[config.mk]
export PLATFORM = sky130hd
export DESIGN_NAME = srtf_scheduler
export DESIGN_NICKNAME = d
export VERILOG_FILES = /design/src/rtl/srtf_pkg.sv /design/src/rtl/srtf_scheduler.sv /design/src/rtl/srtf_ram.sv
export SDC_FILE = /design/constraint.sdc
export NUM_CORES = 1
export LEC_CHECK = 0
export ABC_CLOCK_PERIOD_IN_PS = 6050
export BUFFER_PORTS_ARGS = -buffer_cell sky130_fd_sc_hd__buf_4
export CAP_MARGIN = 5
export CELL_PAD_IN_SITES_DETAIL_PLACEMENT = 0
export CELL_PAD_IN_SITES_GLOBAL_PLACEMENT = 1
export CORE_MARGIN = 1
export CORE_UTILIZATION = 51
export CTS_BUF_LIST = sky130_fd_sc_hd__clkbuf_4
export DETAILED_ROUTE_END_ITERATION = 6
export HOLD_SLACK_MARGIN = 0.02
export MAX_ROUTING_LAYER = met4
export PLACE_DENSITY_LB_ADDON = 0.08
export REMOVE_ABC_BUFFERS = 1
export SYNTH_ARGS = -nofsm -noshare
export SYNTH_HDL_FRONTEND = slang
export SYNTH_HIERARCHICAL = 1
export SYNTH_SLANG_ARGS = --single-unit
[constraint.sdc]
create_clock -name clk -period 6.05 [get_ports clk]
set_input_delay 1.21 -clock clk [delete_from_list [all_inputs] [get_ports clk]]
set_output_delay 1.21 -clock clk [all_outputs]
set_load 0.02 [all_outputs]
[src/rtl/srtf_pkg.sv]
// Shared types and constants for the SRTF scheduler.
package srtf_pkg;

	localparam int ID_W   = 8;
	localparam int ARR_W  = 16;
	localparam int REM_W  = 16;
	localparam int PC_W   = 5;
	localparam int SLOT_W = 4;
	localparam int TT_W   = 16;

	localparam logic CMD_LOAD = 1'b0;
	localparam logic CMD_TICK = 1'b1;

	typedef struct packed {
		logic              cmd;
		logic [SLOT_W-1:0] slot;
		logic [ID_W-1:0]   process_id;
		logic [ARR_W-1:0]  arrival;
		logic [REM_W-1:0]  burst;
	} req_t;

	typedef struct packed {
		logic              idle;
		logic [SLOT_W-1:0] chosen_slot;
		logic [ID_W-1:0]   chosen_id;
		logic              switched;
		logic [TT_W-1:0]   tick_time;
	} rsp_t;

	typedef struct packed {
		logic [ID_W-1:0]  id;
		logic [ARR_W-1:0] arr;
		logic [REM_W-1:0] rem;
	} entry_t;

	typedef enum logic [1:0] {
		ST_IDLE,
		ST_SCAN,
		ST_FIN
	} state_t;

endpackage

[src/rtl/srtf_scheduler.sv]
// Top level of the shortest-remaining-time-first scheduler.
//
// Requests enter on req when start is high and busy is low. A load request
// writes one task slot (id, arrival, burst) in the accept cycle and returns
// no result; busy stays low, so loads can follow back to back. A tick request
// scans slots 0 .. min(process_count, SLOTS)-1 one entry per cycle from a
// single task RAM (registered read), keeps the running best in registers,
// then writes the decremented remaining time back to the winning slot.
// A tick goes from accept through the scan and finish states to its result;
// the next request is taken in the cycle the result is shown. The result
// sits on rsp for exactly one cycle marked by done; the receiver cannot
// stall it.
// process_count is written on the cfg channel (always ready) and must only
// change while no tick is in flight.
// Reset clears the time counter, the previous id, process_count and the
// control state; the task RAM holds no reset value and every slot in use
// must be loaded before a tick scans it.
module srtf_scheduler #(
	parameter int SLOTS     = 16,
	parameter int TIME_BITS = 16
) (
	input  logic                   clk,
	input  logic                   arst_n,
	input  logic                   start,
	output logic                   busy,
	input  srtf_pkg::req_t         req,
	output logic                   done,
	output srtf_pkg::rsp_t         rsp,
	input  logic                   cfg_valid,
	output logic                   cfg_ready,
	input  logic [srtf_pkg::PC_W-1:0] cfg_data
);

	import srtf_pkg::*;

	localparam int AW = (SLOTS > 1) ? $clog2(SLOTS) : 1;
	localparam int CW = $clog2(SLOTS + 1);
	localparam int EW = $bits(entry_t);

	state_t state_q, state_d;

	logic [PC_W-1:0]      pc_q;
	logic [TIME_BITS-1:0] cur_q;
	logic [ID_W-1:0]      prev_q;
	logic [CW-1:0]        rd_idx_q, lim_q;
	logic                 vld_s1;
	logic [AW-1:0]        idx_s1;
	logic                 found_q;
	logic [AW-1:0]        best_idx_q;
	entry_t               best_q;
	logic                 done_q;
	rsp_t                 rsp_q;

	logic accept, is_load, is_tick, load_ok;
	logic rd_en, in_scan, in_fin;
	logic scan_end;
	logic [31:0] slot_w, lim_w, cur_w, best_slot_w;
	logic [CW-1:0] lim_c;
	entry_t rd_e, wr_e, ld_e;
	logic [EW-1:0] rdata, wdata;
	logic we;
	logic [AW-1:0] waddr;
	logic elig, better;

	assign accept  = start && !busy;
	assign is_load = accept && (req.cmd == CMD_LOAD);
	assign is_tick = accept && (req.cmd == CMD_TICK);
	assign slot_w  = 32'(req.slot);
	assign load_ok = is_load && (slot_w < 32'(SLOTS));
	assign lim_w   = (32'(pc_q) < 32'(SLOTS)) ? 32'(pc_q) : 32'(SLOTS);
	assign lim_c   = lim_w[CW-1:0];
	assign cur_w   = 32'(cur_q);
	assign best_slot_w = 32'(best_idx_q);
	assign cfg_ready = 1'b1;

	// next state
	always_comb begin
		state_d = state_q;
		case (state_q)
			ST_IDLE: begin
				if (is_tick) begin
					state_d = ST_SCAN;
				end
			end
			ST_SCAN: begin
				if (scan_end) begin
					state_d = ST_FIN;
				end
			end
			ST_FIN:  state_d = ST_IDLE;
			default: state_d = ST_IDLE;
		endcase
	end

	// fsm outputs
	always_comb begin
		busy    = 1'b1;
		in_scan = 1'b0;
		in_fin  = 1'b0;
		case (state_q)
			ST_IDLE: busy = 1'b0;
			ST_SCAN: in_scan = 1'b1;
			ST_FIN:  in_fin = 1'b1;
			default: busy = 1'b1;
		endcase
	end

	assign rd_en    = in_scan && (rd_idx_q < lim_q);
	assign scan_end = (rd_idx_q == lim_q) && !vld_s1;

	assign rd_e = entry_t'(rdata);
	assign elig = vld_s1 && (rd_e.rem != '0) && (32'(rd_e.arr) <= cur_w);
	assign better = !found_q || (rd_e.rem < best_q.rem) ||
		((rd_e.rem == best_q.rem) && (rd_e.arr < best_q.arr));

	always_comb begin
		ld_e.id  = req.process_id;
		ld_e.arr = req.arrival;
		ld_e.rem = req.burst;
		wr_e     = best_q;
		wr_e.rem = best_q.rem - REM_W'(1);
	end

	assign we    = load_ok || (in_fin && found_q);
	assign waddr = in_fin ? best_idx_q : slot_w[AW-1:0];
	assign wdata = in_fin ? EW'(wr_e) : EW'(ld_e);

	srtf_ram #(
		.WIDTH(EW),
		.DEPTH(SLOTS)
	) u_ram (
		.clk  (clk),
		.we   (we),
		.waddr(waddr),
		.wdata(wdata),
		.re   (rd_en),
		.raddr(rd_idx_q[AW-1:0]),
		.rdata(rdata)
	);

	always_ff @(posedge clk or negedge arst_n) begin
		if (!arst_n) begin
			state_q  <= ST_IDLE;
			pc_q     <= '0;
			cur_q    <= '0;
			prev_q   <= '0;
			rd_idx_q <= '0;
			lim_q    <= '0;
			vld_s1   <= 1'b0;
			found_q  <= 1'b0;
			done_q   <= 1'b0;
		end else begin
			state_q <= state_d;
			done_q  <= in_fin;
			vld_s1  <= rd_en;
			if (cfg_valid && cfg_ready) begin
				pc_q <= cfg_data;
			end
			if (is_tick) begin
				rd_idx_q <= '0;
				lim_q    <= lim_c;
				found_q  <= 1'b0;
			end
			if (rd_en) begin
				rd_idx_q <= rd_idx_q + CW'(1);
			end
			if (elig && better) begin
				found_q <= 1'b1;
			end
			if (in_fin) begin
				cur_q <= cur_q + TIME_BITS'(1);
				if (found_q) begin
					prev_q <= best_q.id;
				end
			end
		end
	end

	always_ff @(posedge clk) begin
		idx_s1 <= rd_idx_q[AW-1:0];
		if (elig && better) begin
			best_q     <= rd_e;
			best_idx_q <= idx_s1;
		end
		if (in_fin) begin
			rsp_q.idle        <= !found_q;
			rsp_q.chosen_slot <= found_q ? best_slot_w[SLOT_W-1:0] : '0;
			rsp_q.chosen_id   <= found_q ? best_q.id : '0;
			rsp_q.switched    <= found_q && (best_q.id != prev_q);
			rsp_q.tick_time   <= cur_w[TT_W-1:0];
		end
	end

	assign done = done_q;
	assign rsp  = rsp_q;

endmodule

[src/rtl/srtf_ram.sv]
// Generic simple dual-port RAM with registered read.
module srtf_ram #(
	parameter int WIDTH = 40,
	parameter int DEPTH = 16
) (
	input  logic                                    clk,
	input  logic                                    we,
	input  logic [((DEPTH > 1) ? $clog2(DEPTH) : 1)-1:0] waddr,
	input  logic [WIDTH-1:0]                        wdata,
	input  logic                                    re,
	input  logic [((DEPTH > 1) ? $clog2(DEPTH) : 1)-1:0] raddr,
	output logic [WIDTH-1:0]                        rdata
);

	logic [WIDTH-1:0] mem [DEPTH];
	logic [WIDTH-1:0] rdata_q;

	always_ff @(posedge clk) begin
		if (we) begin
			mem[waddr] <= wdata;
		end
		if (re) begin
			rdata_q <= mem[raddr];
		end
	end

	assign rdata = rdata_q;

endmodule

==> out/qor.log <==
INFO  run_status     run_status=finished clean
INFO  clock_tree     number_of_hold_repair_buffers_added_at_the_cts_stage=0
INFO  critical_path  ff2ff_setup_slack=1.72ns
INFO  clock_tree     tritoncts=built
INFO  pwr            powerDensity=294nW/um2
INFO  sta            final_worst_path_cycle_share=71.5%
INFO  global_routing grt_max_degree=83
INFO  floorplan      die_outline_width=252um
INFO  global_routing grt_first_pass_wirelength=112000um
INFO  finish         core_utilization_of_the_finished_layout=58.6%
INFO  sta            tightestPinTransition=1.30ns
INFO  global_routing grt_antenna_before_repair=3
INFO  placement      numPortBuffers=85
INFO  clock_tree     clock_insertion_delay_worst_skew=1.03ns
INFO  critical_path  crit_type=flip-flop to flip-flop
INFO  sta            skew=0.0485ns
INFO  synthesis      yosys_warnings=6
INFO  sta            finalMaxSlewViolations=0
INFO  synthesis      syn_area=31800um2
INFO  floorplan      die_area=63400um2
INFO  critical_path  worst_setup_path_endpoint=u_ram/mem[6][33]
INFO  pwr            internal_power=8.43mW
INFO  placement      routability_driven_placement_congestion_ratio=0.785
INFO  sta            timing.max_slew.rel_slack=13.0%
INFO  pwr            share_comb_of_total_power=1.4%
INFO  clock_tree     ctsHtreeMaxLevel=4
INFO  pwr            pwr-share-clk=41.7%
INFO  sta            setup_tns=0ns
INFO  sta            timing.fmax=0.231GHz
INFO  critical_path  worstReg2RegEnd=u_ram/mem[6][33]
INFO  detailed_routing route.detailed.wl_per_inst=26.5um
INFO  clock_tree     cts_buffers=200
INFO  critical_path  r2r_cells=7
INFO  synthesis      synth_enable_flop_cells=754
INFO  global_routing groute.usage.overall=25.7%
INFO  detailed_routing route.detailed.drc=0
INFO  pwr            power_frac_seq=56.8%
INFO  synthesis      synth-seq-cells=802
INFO  critical_path  worst_setup_path_startpoint=state_q[0]
INFO  detailed_routing post_drt_via_cell_ratio=5.79
INFO  clock_tree     clk_pin_slew=0.06ns
INFO  clock_tree     post-cts-setup-buffer-count=0
INFO  synthesis      synth.avg_cell_area=19.7um2
INFO  flow_run       cap_viol_max_count=0
INFO  pwr            sw_frac_of_total=20.9%
INFO  sta            timing.final.setup_violations=0
INFO  floorplan      initial_core_util=51.6%
INFO  sta            grt_setup_unrepaired=no
INFO  sta            final_hold_viol_count=0
INFO  pwr            power.switching=2.23mW
INFO  critical_path  critical_path_arrival=5.00ns
INFO  pwr            vdd.ir_drop.worst=0.000210V
INFO  critical_path  crit_required=6.72ns
INFO  detailed_routing dr_total_vias=16700
INFO  synthesis      synthCells=1619
INFO  pwr            report.power.total=10.7mW
INFO  synthesis      ys.flop_type=edfxtp_1
INFO  clock_tree     postCtsResizedCells=0
INFO  clock_tree     max-clock-path-buffers=3
INFO  finish         area_growth_synth_to_finish=13.6%
INFO  clock_tree     clock_tree.root_cell=clkbuf_4
INFO  critical_path  cp-end-kind=flip-flop
INFO  critical_path  critical_path.reg2reg.startpoint=state_q[0]
INFO  synthesis      yosysSeqAreaShare=74.8%
INFO  detailed_routing detailedRoute.firstIterationViolations=1638
INFO  synthesis      async_reset_ff_share=5.49%
INFO  finish         layout.cells.most_common_list=edfxtp_1 (754), clkbuf_4 (298), nand2_1 (135)
INFO  floorplan      rows=91
INFO  finish         mostFrequentLayoutCell=edfxtp_1
INFO  finish         finalNetCount=1998
INFO  pwr            power.leakage=12.9nW
INFO  clock_tree     numClockSinks=802
INFO  detailed_routing drt.antenna.violating_nets=0
INFO  critical_path  timing.critical_path.fanout_max=37
INFO  global_routing globalRouteOverflowTotal=0
INFO  floorplan      fp.dieH=252um
INFO  placement      dpl.hpwl=47300um
INFO  floorplan      i_o_pins=87
INFO  synthesis      synthDistinctLibCells=56
INFO  finish         drive_above_1_share=29.1%
INFO  detailed_routing drt_pass1_iterations=5
INFO  worst_hold_path worst_hold_path_type=input port to async pin
INFO  floorplan      placeableCoreArea=61700um2
INFO  sta            post-route-min-period=4.33ns
INFO  detailed_routing drt_wl_total=76600um
INFO  global_routing vias_in_the_first_global_route=17000
INFO  critical_path  critPathLaunchType=flip-flop
## cell type report
class	count	area (um2)
fillers	4774	25500
flip-flops and latches	802	23800
multi-input cells	689	7480
clock buffers	298	2240
well taps	837	1050
repair buffers	134	1030
clock inverters	62	320
inverters	62	233
diodes	4	10.0
## worst min-delay path by stage
stage | slack (ns) | depth (start not counted) | endpoint
after floorplan | 0.39 | 0 | best_idx_q[0]
after CTS | 0.10 | 1 | cur_q[5]
after global routing | 0.17 | 1 | cur_q[4]
after detailed placement | 0.39 | 0 | best_idx_q[3]
final | 0.20 | 1 | cur_q[5]
after global placement | 0.39 | 0 | best_idx_q[3]
## cells by family (layout without fill, tap and decap cells)
kind of cell,Yosys count,count (layout),synth area share (%)
buffers and inverters,128,556,2.15
AO/OA/AOI/OAI,162,162,3.39
AND/OR/NAND/NOR,255,255,3.79
adder cells (fa/ha/maj),55,55,2.16
XOR/XNOR,38,38,1.05
multiplexers,178,178,12.6
flip-flops,802,802,74.8
other,1,5,0.0118
## metal layers
layer	wire length (um)	track usage [%]	part of all wire, %
met5	0	-	0
met3	5180	6.07	6.8
met4	1270	7.52	1.7
met2	35700	37.6	47
met1	34400	36.3	45
## power groups by stage
stage	Clock (mW)	Combinational, mW	Sequential, mW
2_1_floorplan	0	0.0489	6.18
3_3_place_gp	0	0.146	6.18
3_5_place_dp	0	0.152	6.18
4_1_cts	4.58	0.152	6.06
5_1_grt	4.84	0.162	6.05
6_report	4.45	0.151	6.06
## cell usage after synthesis, types with 13 or more instances
master,instances,area (um2)
nand3_1,16,80.1
xnor2_1,28,245
mux4_2,100,2250
a22oi_1,80,601
mux2_2,13,146
ha_1,55,688
o21ai_0,41,205
a21oi_1,16,80.1
dfrtp_1,44,1100
and2_1,14,87.6
inv_1,62,233
nor2_1,27,101
edfxtp_1,754,22600
nand2_1,135,507
clkbuf_1,38,143
mux4_1,60,1580
## sequential cells by signal, indices dropped and copies added, names as in the netlist
name and flops:
rsp 30, idx_s1 4, lim_q 5, u_ram/rdata 40, best_q 40, done 1
found_q 1, cur_q 16, u_ram/mem 640, prev_q 8, pc_q 5, state_q 2
best_idx_q 4, vld_s1 1, rd_idx_q 5
## critical path, cell delays in order, from the launching register on
cell and delay [ns]:
dfrtp_1 0.39, nand2b_4 0.37, inv_2 0.44, nand2_1 0.33, o21ai_0 0.54, nand3b_1 0.53, nor2_4 0.95, buf_4 0.40
## stage by stage
step	instance area, um2	hold slack, ns	worst slack (ns)	instances
floorplan	31400	0.386	-1.38	1553
global placement	33600	0.389	1.67	2523
detailed placement	33600	0.389	1.69	2523
CTS	36200	0.104	1.76	2883
global route	36200	0.173	1.53	2888
finish	36200	0.200	1.72	2888
(Power assumes the default switching activity.)
